==> config.mk <==
export PLATFORM = sky130hd
export DESIGN_NAME = psfc_div
export DESIGN_NICKNAME = d
export VERILOG_FILES = /design/src/rtl/psfc_div.sv
export SDC_FILE = /design/constraint.sdc
export NUM_CORES = 1
export LEC_CHECK = 0
export ABC_AREA = 1
export BUFFER_PORTS_ARGS = -buffer_cell sky130_fd_sc_hd__buf_2
export CORE_ASPECT_RATIO = 1.5
export CORE_MARGIN = 2
export CORE_UTILIZATION = 69
export DETAILED_ROUTE_END_ITERATION = 16
export GPL_TIMING_DRIVEN = 0
export PLACE_DENSITY = 0.87
export SLEW_MARGIN = 20
export SYNTH_ARGS = -nofsm -noshare
export SYNTH_HDL_FRONTEND = slang
export SYNTH_SLANG_ARGS = --single-unit
==> constraint.sdc <==
create_clock -name clk -period 4.2 [get_ports clk]
set_clock_uncertainty 0.2 [all_clocks]
set_input_delay 0.84 -clock clk [delete_from_list [all_inputs] [get_ports clk]]
set_output_delay 0.84 -clock clk [all_outputs]
set_load 0.05 [all_outputs]
==> src/rtl/psfc_div.sv <==
// Pipelined restoring divider for the alpha fade, 24-bit dividend / 16-bit divisor.
// One quotient bit per stage, shares the pipeline's advance; no package dependency.
module psfc_div #(
  parameter int NUM_W = 24,
  parameter int DEN_W = 16,
  parameter int Q_W   = 8
) (
  input  logic                  clk,
  input  logic                  adv,
  input  logic [NUM_W-1:0]      num,
  input  logic [DEN_W-1:0]      den,
  output logic [Q_W-1:0]        quo
);
  // quotient fits in Q_W bits (num < den * 2^Q_W), so the top DEN_W bits of num
  // already sit below den and each stage brings down one of the low bits
  logic [DEN_W-1:0] rem_r [Q_W];
  logic [NUM_W-1:0] num_r [Q_W];
  logic [DEN_W-1:0] den_r [Q_W];
  logic [Q_W-1:0]   q_r   [Q_W];

  for (genvar s = 0; s < Q_W; s++) begin : g_step
    localparam int BIT = NUM_W - DEN_W - 1 - s;
    logic [DEN_W-1:0] rem_in;
    logic [NUM_W-1:0] num_in;
    logic [DEN_W-1:0] den_in;
    logic [Q_W-1:0]   q_in;
    logic [DEN_W:0]   sh;
    logic [DEN_W+1:0] trial;
    if (s == 0) begin : g_first
      assign rem_in = num[NUM_W-1 -: DEN_W];
      assign num_in = num;
      assign den_in = den;
      assign q_in   = '0;
    end else begin : g_next
      assign rem_in = rem_r[s-1];
      assign num_in = num_r[s-1];
      assign den_in = den_r[s-1];
      assign q_in   = q_r[s-1];
    end
    always_comb begin
      sh    = {rem_in, num_in[BIT]};
      trial = {1'b0, sh} - {2'b00, den_in};
    end
    always_ff @(posedge clk) begin
      if (adv) begin
        rem_r[s] <= trial[DEN_W+1] ? sh[DEN_W-1:0] : trial[DEN_W-1:0];
        num_r[s] <= num_in;
        den_r[s] <= den_in;
        q_r[s]   <= {q_in[Q_W-2:0], ~trial[DEN_W+1]};
      end
    end
  end

  assign quo = q_r[Q_W-1];
endmodule

* Word level (Yosys, flattened, before mapping) *
Memories as Yosys holds them, arrays and structs flattened.
Cells that the tools add are included.

word-level totals
  memory bits (writable) = 512
  register bits after elaboration = 0
  output and inout port bits = 8
  memories = 4
  logic and storage cells = 30

cells by class
  add/sub/neg operators = 8
  multiplexer cells = 10
  bitwise logic cells = 8

memory list
  name   depth  bits a word  read ports  clocked after memory_dff  wr ports  RTL line  text
  num_r  8      24           7           0                         8         17        logic [NUM_W-1:0] num_r [Q_W];
  den_r  8      16           7           0                         8         18        logic [DEN_W-1:0] den_r [Q_W];
  rem_r  8      16           7           0                         8         16        logic [DEN_W-1:0] rem_r [Q_W];
  q_r    8      8            8           0                         8         19        logic [Q_W-1:0] q_r [Q_W];

operator list
  operator                      number
  subtractor 17 x 16 -> 18 bit  8
  2-to-1 mux 16 bit             8
  inverter 1 bit                8
  2-to-1 mux 1 bit              2

* Depth between registers and ports, before layout *
Gate-level depths: netlist of the first run.
An unclocked memory read counts as a cell.

  word-level depth = 3
  mapped depth = 13
  depth with buffers taken out = 13

* Least setup slack after synthesis of the first run *
No wires, ideal clock.

  kind = input to register
  start = in num[7]
  end = mem rem_r[0][14] (data pin)
  buffers on the path = 0
  setup slack = 1.723 ns
  required time = 3.748 ns
  arrival = 2.025 ns
  setup time = 0.252 ns
  stages on the path = 12
  cell sequence = inv_1 > ha_1 > inv_1 > fa_1 > nand2_1 > nand2_1 > nand3b_1 > nand2_1 > nand2_1 > nand3b_1 > nand3_2 > nand2_1

RTL lines
  element             RTL line  text
  start: declaration  10        input logic [NUM_W-1:0] num,
  end: declaration    16

==> impl_summary.md, run 1 <==
Worst setup path
The worst register-to-register path begins at num_r[5][1]$_DFFE_PP_. The worst setup path is launched from a flip-flop. The highest fanout seen on the critical path is 3. The kind of critical path is reg2reg. The arrival time reported for the critical path endpoint is 2810 ps. The data required time of the worst path is 4280 ps. In this run the critical register-to-register path is captured at rem_r[6][10]$_DFFE_PP_. Setup slack on the worst reg-to-reg path comes out at 1470 ps.

The most critical setup path has its startpoint at num_r[5][1]$_DFFE_PP_. The worst register-to-register path has a depth of 12. STA classifies the critical path endpoint as a flip-flop.

CTS
The root buffer cell chosen for the clock tree is sky130_fd_sc_hd__clkbuf_16. CTS built an H-tree with a depth of 1. The count of instances resized after the clock tree is built is 0. After clock tree synthesis, the flow added hold-fix buffers numbering 0. The number of post-CTS setup repair buffers is 0. The maximum buffer depth of the clock tree is 3. CTS saw 288 sinks.

The later-pin clock latency in the skew report is 590 ps. Clock-pin slew was measured on the worst setup and hold paths at 60 ps. TritonCTS built the clock tree. The number of clock buffers added by TritonCTS is 26.

Synth
After synthesis, the share of flip-flops with an asynchronous set or reset is 0. Sorting the synthesized cells by area gives the leading types as sky130_fd_sc_hd__edfxtp_1 48%, sky130_fd_sc_hd__nand2_1 15%, sky130_fd_sc_hd__ha_1 8.8%, sky130_fd_sc_hd__inv_1 7.8%, sky130_fd_sc_hd__nand3_1 5.4%. The count of distinct cell types in the synthesized netlist is 32. The synthesized design contains 288 register bits.

Synthesis produced a netlist whose cell count is 2113. The portion of the post-synthesis area used by sequential elements is 0.4793. The most common cell in the netlist is sky130_fd_sc_hd__nand2_1. The area of the mapped netlist is 0.01804 mm2. The biggest area contributor in the post-synthesis netlist is sky130_fd_sc_hd__edfxtp_1. During synthesis, Yosys emitted a total of 0 warnings. Each instance of the synthesized netlist takes up on average 8.540 um2. The count of flip-flops with a built-in enable after synthesis is 288. In the synthesized netlist the dominant register cell turns out to be sky130_fd_sc_hd__edfxtp_1. By count the netlist is led by 698 x sky130_fd_sc_hd__nand2_1, 375 x sky130_fd_sc_hd__inv_1, 288 x sky130_fd_sc_hd__edfxtp_1. The number of nets in the synthesized netlist is 2289. The area share of the largest cell type after synthesis is 0.4793.

Final layout
The number of nets at the end of the flow is 2368. 0 antenna diodes ended up in the layout. Compared with the post-synthesis result, the final layout area differs by 8.820%. Of the cells placed in the final design, the portion with a size suffix greater than 1 is 0.09584.

Power
Total power for the finished layout comes to 12.28 mW. The leakage power summed over all cells is 9.860 nW. IR analysis of the VDD net gives a maximum drop of 478.8 uV. The power per standard cell area is 625.3 mW/mm2.

STA
For the pin with the worst max-slew slack, the measured transition is 659.6 ps. The count of final max-slew check failures is 0. Setup repair after global routing left no endpoint under its margin. The minimum clock period is 2729 ps.

The final-report hold violation count is 0. Setup total negative slack on the finished layout was measured at 0 ps. The highest clock frequency the design can meet is 366.5 MHz. Headroom to the max-slew limit came out at 0.5603. The share of the cycle needed by the critical path after routing is 0.6497. The count of final setup violators is 0.

Die
The die outline height is 202.1 um. The initial utilization of the core area, before any placement, comes to 0.7004. The die is 136.0 um wide.

The core region is 0.02576 mm2. The number of I/O pins is 50. The die covers 0.02749 mm2.

The number of standard-cell rows in the floorplan is 72.

Run
The tool flagged a number of max-cap violations equal to 0.

Detailed routing
The via count is 14720. The routed length per placed instance is 19.72 um. For this block, the routed nets add up to 50180 um of wire. The number of design-rule violations left by the first detailed-router iteration is 1048. The post-detailed-route DRC marker count is 0. Before antenna repair, the detailed router went through 5 iterations. The remaining antenna violation count is 0. The per-cell via count in the routed design is 5.783.

Run status
The flow ran to the end, and the final reports show no timing, DRC or antenna violations.

Hold path
The worst hold path begins at q_r[1][20]$_DFFE_PP_. The worst hold path was traced through 0 stages. The worst min-delay path class is reg2reg. The destination of the worst hold path is q_r[1][29]$_DFFE_PP_.

Global routing
For this run the aggregate overflow at the end of global routing stands at 0. The number of antenna violations at the first check in global routing was 0. Entering global routing, the biggest net connects 109 pins. Across every metal layer, demand over resource in global routing totals 0.3788. The via count of the first global-routing pass is 15830. The first global-routing pass estimated 77450 um of wire.

Placed design
The weighted congestion at the end of routability-driven global placement is 0.9500. Input and output buffers added on the ports amount to 49. After legalization and detailed placement, the total HPWL measured 38830 um.
[cell type report]
class | instances | area (um2)
sequential | 288 | 8648
multi-input combinational | 1413 | 7749
fill | 1725 | 6128
inverter | 391 | 1468
clock buffer | 31 | 669.4
tap | 333 | 416.7
timing repair buffer | 51 | 310.3
clock inverter | 17 | 195.2
buffer | 21 | 180.2
[sequential cells by signal, indices dropped and copies added, names as in the netlist]
| register | flops |
|---|---|
| den_r | 112 |
| rem_r | 112 |
| q_r | 36 |
| num_r | 28 |
[stage by stage]
step / instance area [um2] / hold slack (ps) / cells / setup WS [ps] / utilization
CTS: 19640 / 216.7 / 2545 / 1533 / 0.7621
floorplan: 18040 / 200.3 / 2113 / 1723 / -
global placement: 18710 / 200.3 / 2495 / -1643 / 0.7261
global route: 19640 / 227.0 / 2545 / 1340 / 0.7621
detailed placement: 18770 / 204.5 / 2497 / 1153 / 0.7286
finish: 19640 / 218.3 / 2545 / 1471 / 0.7621
[worst max-delay path, cell delays in order, from the launching register on]
cell                       delay, ps
sky130_fd_sc_hd__edfxtp_1        360
sky130_fd_sc_hd__inv_1           270
sky130_fd_sc_hd__ha_1            210
sky130_fd_sc_hd__inv_1           110
sky130_fd_sc_hd__fa_1            420
sky130_fd_sc_hd__nand2_1         140
sky130_fd_sc_hd__nand2_1          70
sky130_fd_sc_hd__nand3b_1         90
sky130_fd_sc_hd__nand2_1         180
sky130_fd_sc_hd__nand2_1         140
sky130_fd_sc_hd__nand3b_1         80
sky130_fd_sc_hd__nand3_1          80
sky130_fd_sc_hd__nand2_1         100
[cell usage in the layout, fill, tap and decap left out, types with 2 or more instances in the layout]
cell type / instances
sky130_fd_sc_hd__nor2_1: 99
sky130_fd_sc_hd__xnor2_1: 10
sky130_fd_sc_hd__nand3_2: 26
sky130_fd_sc_hd__clkinv_4: 2
sky130_fd_sc_hd__buf_8: 6
sky130_fd_sc_hd__bufinv_16: 3
sky130_fd_sc_hd__edfxtp_1: 288
sky130_fd_sc_hd__xor2_1: 32
sky130_fd_sc_hd__fa_1: 7
sky130_fd_sc_hd__buf_2: 57
sky130_fd_sc_hd__a21oi_1: 73
sky130_fd_sc_hd__buf_4: 5
sky130_fd_sc_hd__clkinvlp_4: 2
sky130_fd_sc_hd__buf_16: 2
sky130_fd_sc_hd__clkinv_1: 5
sky130_fd_sc_hd__buf_6: 2
sky130_fd_sc_hd__ha_1: 127
sky130_fd_sc_hd__nor2_2: 13
sky130_fd_sc_hd__nor3_1: 17
sky130_fd_sc_hd__or2_2: 10
sky130_fd_sc_hd__and2_1: 4
sky130_fd_sc_hd__nor2_4: 7
sky130_fd_sc_hd__clkinv_2: 3
sky130_fd_sc_hd__a21oi_2: 7
sky130_fd_sc_hd__nand4_1: 18
sky130_fd_sc_hd__nand3_1: 195
sky130_fd_sc_hd__clkbuf_1: 5
sky130_fd_sc_hd__nand2_8: 3
sky130_fd_sc_hd__clkbuf_16: 26
sky130_fd_sc_hd__inv_2: 16
sky130_fd_sc_hd__nand3b_1: 27
sky130_fd_sc_hd__nand2_4: 11
sky130_fd_sc_hd__nand2_2: 9
sky130_fd_sc_hd__nand2_1: 698
sky130_fd_sc_hd__o21ai_1: 2
sky130_fd_sc_hd__inv_1: 375
sky130_fd_sc_hd__o21ai_0: 15
[logic make-up after synthesis]
logic type,synth area share
AO/OA/AOI/OAI,0.02968
XOR/XNOR,0.02039
adder cells (fa/ha/maj),0.09583
buffers and inverters,0.09132
AND/OR/NAND/NOR,0.2835
flip-flops,0.4793
[metal layers]
layer	GRT usage	part of all wire	vias up
met5	0	0	-
met4	0.4282	0.13	0
met3	0.05242	0.045	352
met2	0.7364	0.56	692
met1	0.2730	0.26	6671
li1	-	-	7003
[report_power, final]
part / internal (mW) / switching [mW] / total (mW)
registers: 4.01 / 0.313 / 4.32
logic: 1.84 / 3.69 / 5.53
clock network: 1.34 / 1.09 / 2.43
total: 7.19 / 5.09 / 12.3
[worst max path at each step]
stage                                  end  slack, ps  cells past startpoint
floorplan           rem_r[0][14]$_DFFE_PP_       1720                     12
global placement     num_r[6][0]$_DFFE_PP_      -1640                      1
detailed placement  rem_r[0][12]$_DFFE_PP_       1150                     12
CTS                 rem_r[6][10]$_DFFE_PP_       1530                     12
global route        rem_r[6][12]$_DFFE_PP_       1340                     11
finish              rem_r[6][10]$_DFFE_PP_       1470                     12
(Power assumes the default switching activity.)
==> run 2, diff against run 1 <==
CORE_UTILIZATION = 58   (was 69)
PLACE_DENSITY = 0.78   (was 0.87)
clock period = 2.5 ns   (was 4.2 ns; I/O delays follow)
==> impl_summary.md, run 2 (same netlist as run 1, synthesis figures left out) <==
Final layout
Compared with the post-synthesis result, the final layout area differs by 13.99%. The number of nets at the end of the flow is 2413. Leaving out fill and tap cells, the most frequent cells in the layout are 679 x sky130_fd_sc_hd__nand2_1, 371 x sky130_fd_sc_hd__inv_1, 288 x sky130_fd_sc_hd__edfxtp_1. The share of final-layout standard cells stronger than drive strength 1 is 0.1321.

Across the whole layout, storage elements account for 0.008648 mm2. The post-route non-filler standard cell count is 2661. The antenna diode count is 0. After filler insertion, the fill cell instance count of the layout stands at 2468. The largest registers in the layout are den_r x112, rem_r x112, q_r x36. The multi-input combinational cells in the finished layout cover a total of 0.008140 mm2.

The library cell used most frequently in the layout, excluding fill and tap cells, is sky130_fd_sc_hd__nand2_1.

STA
The final-report hold violation count is 0. The minimum clock period is 2477 ps. Of the available clock period, the critical path in the final layout requires 0.9907.

Based on the critical path, the design can be clocked at up to 403.8 MHz. Across all hold checks on the routed design, the worst slack comes to 41.07 ps. The count of final max-slew check failures came to 0. Measured against its own limit, the worst slew margin works out to 0.4621. The count of final setup violators is 0. For the pin with the worst max-slew slack, the measured transition is 806.8 ps.

Run status
The run finished with clean final reports.

Die
The starting density of the core is 0.5851. The number of standard-cell rows in the floorplan is 79. The area of the core is 0.03084 mm2. The horizontal extent of the die is 148.0 um. The die covers 0.03257 mm2. For this design the top-level I/O count stands at 50.

The die is 220.0 um tall.

Run
Max-cap violations in this run came to 0.

Detailed routing
The routed design has 49650 um of wire. The routed layout has 14240 vias. The detail route stage leaves a number of antenna-violating nets equal to 0. The pre-antenna-repair detailed-routing pass consisted of 6 iterations. After the first detailed-routing iteration, the DRC count stood at 680. The routed length per placed instance is 18.66 um. In the routed design, unresolved DRC markers number 0. The per-cell via count in the routed design is 5.350.

Placed design
The weighted congestion at the end of routability-driven global placement is 0.9284. The total half-perimeter wirelength after legalization and detailed placement is 39180 um. Buffers placed on the I/O ports in this run total 49. In this run, placement finished with an instance count of 2569.

Hold path
The worst hold path terminates at rem_r[0][3]$_DFFE_PP_. The worst min-delay path class is in2reg. The beginning of the worst hold path is num[10]. Along the worst hold path, the cell count comes to 3.

Worst setup path
The type of origin of the critical path is a flip-flop. STA puts the critical path data required time at 2620 ps. The startpoint of the most critical register-to-register path is num_r[5][1]$_DFFE_PP_. The setup path with the least slack is of type reg2reg. The highest fanout seen on the critical path is 3. The destination of the worst register-to-register timing path is rem_r[6][6]$_DFFE_PP_. Data arrives at the worst endpoint at 2600 ps.

The reg-to-reg setup timing slack is 20 ps. STA classifies the critical path endpoint as a flip-flop. The path depth of the worst reg2reg path is 12.

CTS
The number of sinks on the clock net is 288. The maximum buffer depth of the clock tree is 3. The clock-pin slew of the registers on the worst-case setup and hold paths is 70 ps. The TritonCTS clock tree is yes. TritonCTS created 27 clock buffers. The root buffer cell is sky130_fd_sc_hd__clkbuf_16. The later-pin clock latency in the skew report is 580 ps.

In this run the number of H-tree levels came out at 1.

Power
The combinational group share of total power is 0.455. For this design the static power due to leakage is 10.09 nW. Of the total power, the share spent switching nets is 0.4077. The share of total power dissipated in sequential elements is 0.348.

The part of the total power dissipated in the clock network is 0.197. The maximum ir drop on the vdd rail is 558.6 uV. The switching power of the nets is 8.592 mW.

In this run the power density over the cells is 1024 mW/mm2. The cell internal power dissipation is 12.48 mW.

Global routing
The residual overflow from global routing is 0. The all-layer global routing usage is 0.3032. The number of antenna violations at the first check in global routing was 0.

The global routing usage on met1 is 0.1982. The first global-routing pass estimated 73940 um of wire. The via count of the first global-routing pass is 15220. The largest net degree at the start of global routing is 108.

The global routing usage on met2 is 0.6642. The most crowded layer after global routing is met2. The met3 global-route usage is 0.03085.
## run 2: changes by cell type in the layout (fill, tap and decap cells not counted), sizes merged
cell	delta
clkinvlp	+1
inv	+1
clkinv	+1
clkbuf	-2
dlygate4sd3	+23
buf	+20
## run 2: power groups by stage
stage	registers (mW)	logic, mW	clock network [mW]
after detailed placement	7.35	8.93	0
after global placement	7.34	8.71	0
after CTS	7.25	9.05	4.19
after global routing	7.41	10.7	4.37
final	7.33	9.60	4.15
after floorplan	7.20	6.46	0
## run 2: worst max-delay path: stages (launching register included)
cell and delay, ps:
sky130_fd_sc_hd__edfxtp_1 440, sky130_fd_sc_hd__inv_4 160, sky130_fd_sc_hd__ha_4 150, sky130_fd_sc_hd__inv_2 60
sky130_fd_sc_hd__fa_2 380, sky130_fd_sc_hd__nand2_4 110, sky130_fd_sc_hd__nand2_1 60, sky130_fd_sc_hd__nand3b_1 110
sky130_fd_sc_hd__nand2_2 120, sky130_fd_sc_hd__buf_4 160, sky130_fd_sc_hd__xor2_1 140, sky130_fd_sc_hd__nand2_1 80
sky130_fd_sc_hd__nand2_1 60
## run 2: repair_timing
item / 4_1_cts / 5_1_grt
hold endpoints to repair: 23 / 0
gates resized for setup: 16 / 59
hold buffers: 23 / 0
buffers inserted: 0 / 21
endpoints found under the setup margin: 15 / 83
pin swaps: 0 / 15
## run 2: area by class of cell
| type | count | share of cell area |
|---|---|---|
| buffer | 21 | 0.008881 |
| sequential | 288 | 0.4205 |
| inverter | 391 | 0.07160 |
| clock buffer | 28 | 0.03303 |
| clock inverter | 20 | 0.009855 |
| tap | 405 | 0.02464 |
| multi-input combinational | 1413 | 0.3958 |
| timing repair buffer | 95 | 0.03577 |
## run 2: layer usage
layer	wire length [um]	part of all wire
met4	4899	0.099
met3	1203	0.024
met2	30430	0.61
met5	0	0
met1	13110	0.26
## run 2: worst max-delay path by stage
stage / start / to / slack, ps / cells past startpoint
2_1_floorplan: num[7] / rem_r[0][14]$_DFFE_PP_ / 360 / 12
3_3_place_gp: adv / num_r[0][2]$_DFFE_PP_ / -3140 / 1
3_5_place_dp: den[7] / rem_r[0][7]$_DFFE_PP_ / -230 / 14
4_1_cts: den_r[0][0]$_DFFE_PP_ / rem_r[1][12]$_DFFE_PP_ / 2 / 10
5_1_grt: num_r[5][1]$_DFFE_PP_ / rem_r[6][6]$_DFFE_PP_ / -50 / 12
6_report: num_r[5][1]$_DFFE_PP_ / rem_r[6][6]$_DFFE_PP_ / 20 / 12
## run 2: metrics by stage
step	instance area, um2	setup slack [ps]	utilization	setup TNS [ps]	total power, mW
2_1_floorplan	18040	363.0	-	0	13.66
3_3_place_gp	18800	-3137	0.6095	-899620	16.05
3_5_place_dp	18860	-228.6	0.6116	-10840	16.28
4_1_cts	20020	1.634	0.6491	0	20.50
5_1_grt	20570	-45.71	0.6670	-428.6	22.51
6_report	20570	23.25	0.6670	0	21.07
==> run 3, diff against run 2 <==
SETUP_SLACK_MARGIN = 0.3   (was not set)
==> impl_summary.md, run 3 <==
Die
In this run the count of I/O pins placed on the die edge is 50. The die outline height is 220.0 um. The initial utilization of the core area, before any placement, comes to 0.5851. The number of standard-cell rows in the floorplan is 79. The horizontal extent of the die is 148.0 um.

Run status
The run stopped with a tool error. It got as far as global routing (5_1_grt) and failed there. The first error in the log reads "[ERROR GRT-0232] Routing congestion too high. Check the congestion heatmap in the GUI".

STA
The worst endpoint after global-route timing repair is rem_r[6][10]$_DFFE_PP_/D. The worst endpoint pin kind is a register data pin.

Synth
After synthesis, the most frequently instantiated cells are 698 x sky130_fd_sc_hd__nand2_1, 375 x sky130_fd_sc_hd__inv_1, 288 x sky130_fd_sc_hd__edfxtp_1. After synthesis, the share of flip-flops with an asynchronous set or reset is 0. Sorting the synthesized cells by area gives the leading types as sky130_fd_sc_hd__edfxtp_1 48%, sky130_fd_sc_hd__nand2_1 15%, sky130_fd_sc_hd__ha_1 8.8%, sky130_fd_sc_hd__inv_1 7.8%, sky130_fd_sc_hd__nand3_1 5.4%. The average footprint of a synthesized cell is 8.540 um2. The count of flip-flops with a built-in enable after synthesis is 288. The area of the mapped netlist is 0.01804 mm2. The most common cell in the synthesized netlist is sky130_fd_sc_hd__nand2_1. The count of distinct cell types in the synthesized netlist is 32.

The net count after synthesis is 2289. The total number of yosys warnings is 0. The largest total area in the synthesized netlist belongs to sky130_fd_sc_hd__edfxtp_1. Among all flip-flop cells after synthesis, the most frequent one is sky130_fd_sc_hd__edfxtp_1. Of the post-synthesis cell area, the dominant cell type holds 0.4793. Synthesis produced 2113 cells. The portion of the post-synthesis area used by sequential elements is 0.4793. In this run, synthesis produced a sequential element count of 288.

Placed design
The worst-case setup slack after placement is -228.6 ps. The count of buffers added on input and output ports is 49. The number of instances in the placed design is 2569. The total half-perimeter wirelength after legalization and detailed placement is 39180 um. The weighted congestion at the end of routability-driven global placement is 0.9284.

CTS
The clock drives 288 sinks. Counting along the longest clock path gives a buffer depth of 3. The tree is rooted in a sky130_fd_sc_hd__clkbuf_16. The number of H-tree levels is 1.

The total clock buffers created by CTS is 27.

Global routing
Global routing finished with a remaining overflow of 39. The all-layer global routing usage is 0.5375. The largest net degree at the start of global routing is 108.
run 3: kinds of logic after synthesis:
kind of cell	synth area share
XOR/XNOR	0.02039
buffers and inverters	0.09132
AND/OR/NAND/NOR	0.2835
adder cells (fa/ha/maj)	0.09583
flip-flops	0.4793
AO/OA/AOI/OAI	0.02968
run 3: metrics by stage:
| stage | area [um2] | setup TNS [ps] |
|---|---|---|
| 3_5_place_dp | 18860 | -10840 |
| 2_1_floorplan | 18040 | 0 |
| 4_1_cts | 22740 | 0 |
| 3_3_place_gp | 18800 | -899620 |
run 3: per-layer routing:
metal	track usage	overflow
met1	0.4428	0
met2	0.8247	18
met3	0.3228	3
met4	0.5895	18
met5	0.07969	0
run 3: repair_timing:
| action | in CTS |
|---|---|
| buffers inserted | 116 |
| hold endpoints to repair | 23 |
| endpoints found under the setup margin | 102 |
| gates cloned | 5 |
| pin swaps | 128 |
| resized for setup | 339 |
| hold buffers | 23 |
==> run 4, diff against run 3 <==
CORE_ASPECT_RATIO = not set   (was 1.5)
CORE_UTILIZATION = 40   (was 58)
PLACE_DENSITY = not set   (was 0.78)
PLACE_DENSITY_LB_ADDON = 0.15   (was not set)
SETUP_SLACK_MARGIN = not set   (was 0.3)
clock period = 3.25 ns   (was 2.5 ns; I/O delays follow)
==> impl_summary.md, run 4 (same netlist as run 1, synthesis figures left out) <==
Final layout
Of the cells placed in the final design, the portion with a size suffix greater than 1 is 0.09964. Once layout is done, the placed cells without fillers occupy 0.02028 mm2. In the layout the commonest cells are 698 x sky130_fd_sc_hd__nand2_1, 375 x sky130_fd_sc_hd__inv_1, 288 x sky130_fd_sc_hd__edfxtp_1. The combined flip-flop and latch cell area is 0.008648 mm2. The number of nets at the end of the flow is 2379. The total of fill cells in the finished design is 4365. The library cell used most frequently in the layout, excluding fill and tap cells, is sky130_fd_sc_hd__nand2_1. Once layout is complete, the cells apart from fillers number 2820. The largest registers in the layout are den_r x112, rem_r x112, q_r x36. From synthesis to final layout, the design area changed by 12.36%. Summing all multi-input logic gate instances after layout gives 0.007749 mm2. The number of antenna diodes in the final layout is 0.

Global routing
The all-layer global routing usage is 0.1896. The number of antenna violations at the first check in global routing is 0. The first-pass GRT wire length is 69430 um. Summed over all layers, the global routing overflow is 0. The via count of the first global-routing pass is 13300. The largest net degree at the start of global routing is 102.

Detailed routing
In the routed layout, each cell is associated on average with a via count of 4.761. The number of design-rule violations left by the first detailed-router iteration is 718. The pre-antenna-repair detailed-routing pass consisted of 5 iterations.

The post-detailed-route DRC marker count is 0. The wire length reported by the detailed router is 43200 um. In this run the remaining antenna-violating nets after routing total 0. The via count is 13430. In the final routed layout, each cell accounts on average for 15.32 um.

Placed design
Routability-driven placement finished with a final weighted congestion of 0.8984. The worst-case setup slack after placement is 435.9 ps. Port buffering added 49 buffers. Detailed placement finished with a half-perimeter wire length of 34670 um. After detailed placement, the design holds a cell count of 2757. Summing all placed instances gives a cell area of 0.01912 mm2.

Worst setup path
The worst register-to-register path has a setup slack of 740 ps. In this run the worst path has a maximum fanout of 4. The type of origin of the critical path is a flip-flop. For the worst setup path, the data arrival time is 2590 ps. For this design, the slowest cell found on the critical path is sky130_fd_sc_hd__edfxtp_1.

The data required time of the worst path is 3330 ps. The worst setup path is captured at a flip-flop. For this run, the slowest stage of the critical path takes 390 ps. The worst setup path is of the reg2reg kind.

Together, buffers and inverters on the worst path number 2. The signal on the critical path passes through inv_1 > ha_1 > inv_1 > fa_1 > nand2_1 > a21oi_1 > nand3_1 > nand3_1 > nand2_1 > nand3_1 > nand2_1. Grouping stages by cell kind, the critical path spends the most delay in simple AND/OR/NAND/NOR gates.

STA
The final-report hold violation count is 0. The count of final max-slew check failures is 0. The highest clock frequency the design can meet is 398.5 MHz.

The count of final setup violators is 0. Summed over all failing endpoints, the final setup total negative slack is 0 ps. Setup repair after global routing left no endpoint under its margin. The headroom to the max-slew limit is 0.6053. The minimum clock period is 2510 ps. In the finished design, the share of the clock period the worst path needs comes to 0.7722. The transition time of the tightest slew-check pin is 592.1 ps.

The post-layout worst setup margin is 740.5 ps.

Power
The overall power consumption is 16.16 mW. IR analysis of the VDD net gives a maximum drop of 320.3 uV. For this design the static power due to leakage is 10.01 nW. The power per standard cell area is 796.9 mW/mm2.

Die
The number of standard-cell rows in the floorplan is 77. The area of the core is 0.04441 mm2. The starting density of the core is 0.4063.

The number of I/O pins is 50. From bottom edge to top edge, the die measures 216.4 um. The floorplan step defined a die boundary enclosing 0.04683 mm2. In this run the horizontal extent of the chip is 216.4 um.

CTS
The number of H-tree levels is 2. Counting every sink on the clock net gives 288. In this run, CTS created clock tree buffers numbering 36. Buffers inserted to repair hold after CTS numbered 0. The root buffer cell chosen for the clock tree is sky130_fd_sc_hd__clkbuf_16. The count of instances resized after the clock tree is built is 0. The number of post-CTS setup repair buffers is 0. The TritonCTS clock tree is yes. The clock-pin slew of the registers on the worst-case setup and hold paths is 60 ps. The later-pin clock latency in the skew report is 550 ps.

In this run the deepest clock path goes through 3 buffers.

Run status
The run finished with clean final reports.

Hold path
The worst hold path belongs to the class in2reg.

Run
The max capacitance violation total is 0.
run 4: layer usage:
metal  global-route usage  part of all wire
met1               0.2160              0.41
met2               0.3608              0.52
met3              0.02975             0.037
met4              0.05868             0.025
met5                    0                 0
run 4: cell type report:
| cell class | instances | share of cell area |
|---|---|---|
| clock buffers | 42 | 0.04659 |
| multi-input cells | 1413 | 0.3822 |
| well taps | 592 | 0.03653 |
| repair buffers | 52 | 0.01666 |
| flip-flops and latches | 288 | 0.4265 |
| inverters | 391 | 0.07239 |
| clock inverters | 21 | 0.01024 |
| plain buffers | 21 | 0.008886 |
run 4: final timing paths:
path | start | end | depth (start not counted)
worst min-delay path | num[6] | num_r[0][6]$_DFFE_PP_ | 1
worst max register to register | num_r[3][3]$_DFFE_PP_ | rem_r[4][12]$_DFFE_PP_ | 11
worst min register to register | q_r[0][8]$_DFFE_PP_ | q_r[0][17]$_DFFE_PP_ | 0
worst max-delay path | num_r[3][3]$_DFFE_PP_ | rem_r[4][12]$_DFFE_PP_ | 11
run 4: power by group:
group | internal, mW | total (mW) | switching, mW | leakage [nW]
clock | 2.39 | 3.94 | 1.54 | 0.553
combinational | 2.36 | 6.57 | 4.21 | 6.64
sequential | 5.19 | 5.65 | 0.462 | 2.82
run 4: worst register-to-register path, delay by kind of cell (launching register included):
kind | cells | cell delay (ps)
flip-flops | 1 | 390
buffers and inverters | 2 | 290
AO/OA/AOI/OAI | 1 | 320
AND/OR/NAND/NOR | 6 | 610
adder cells (fa/ha/maj) | 2 | 440
run 4: through the flow:
step / util / hold WS (ps)
detailed placement: 0.4306 / 204.5
global placement: 0.4285 / 200.6
finish: 0.4565 / 73.89
global route: 0.4565 / 47.95
CTS: 0.4565 / 37.91
floorplan: - / 200.3
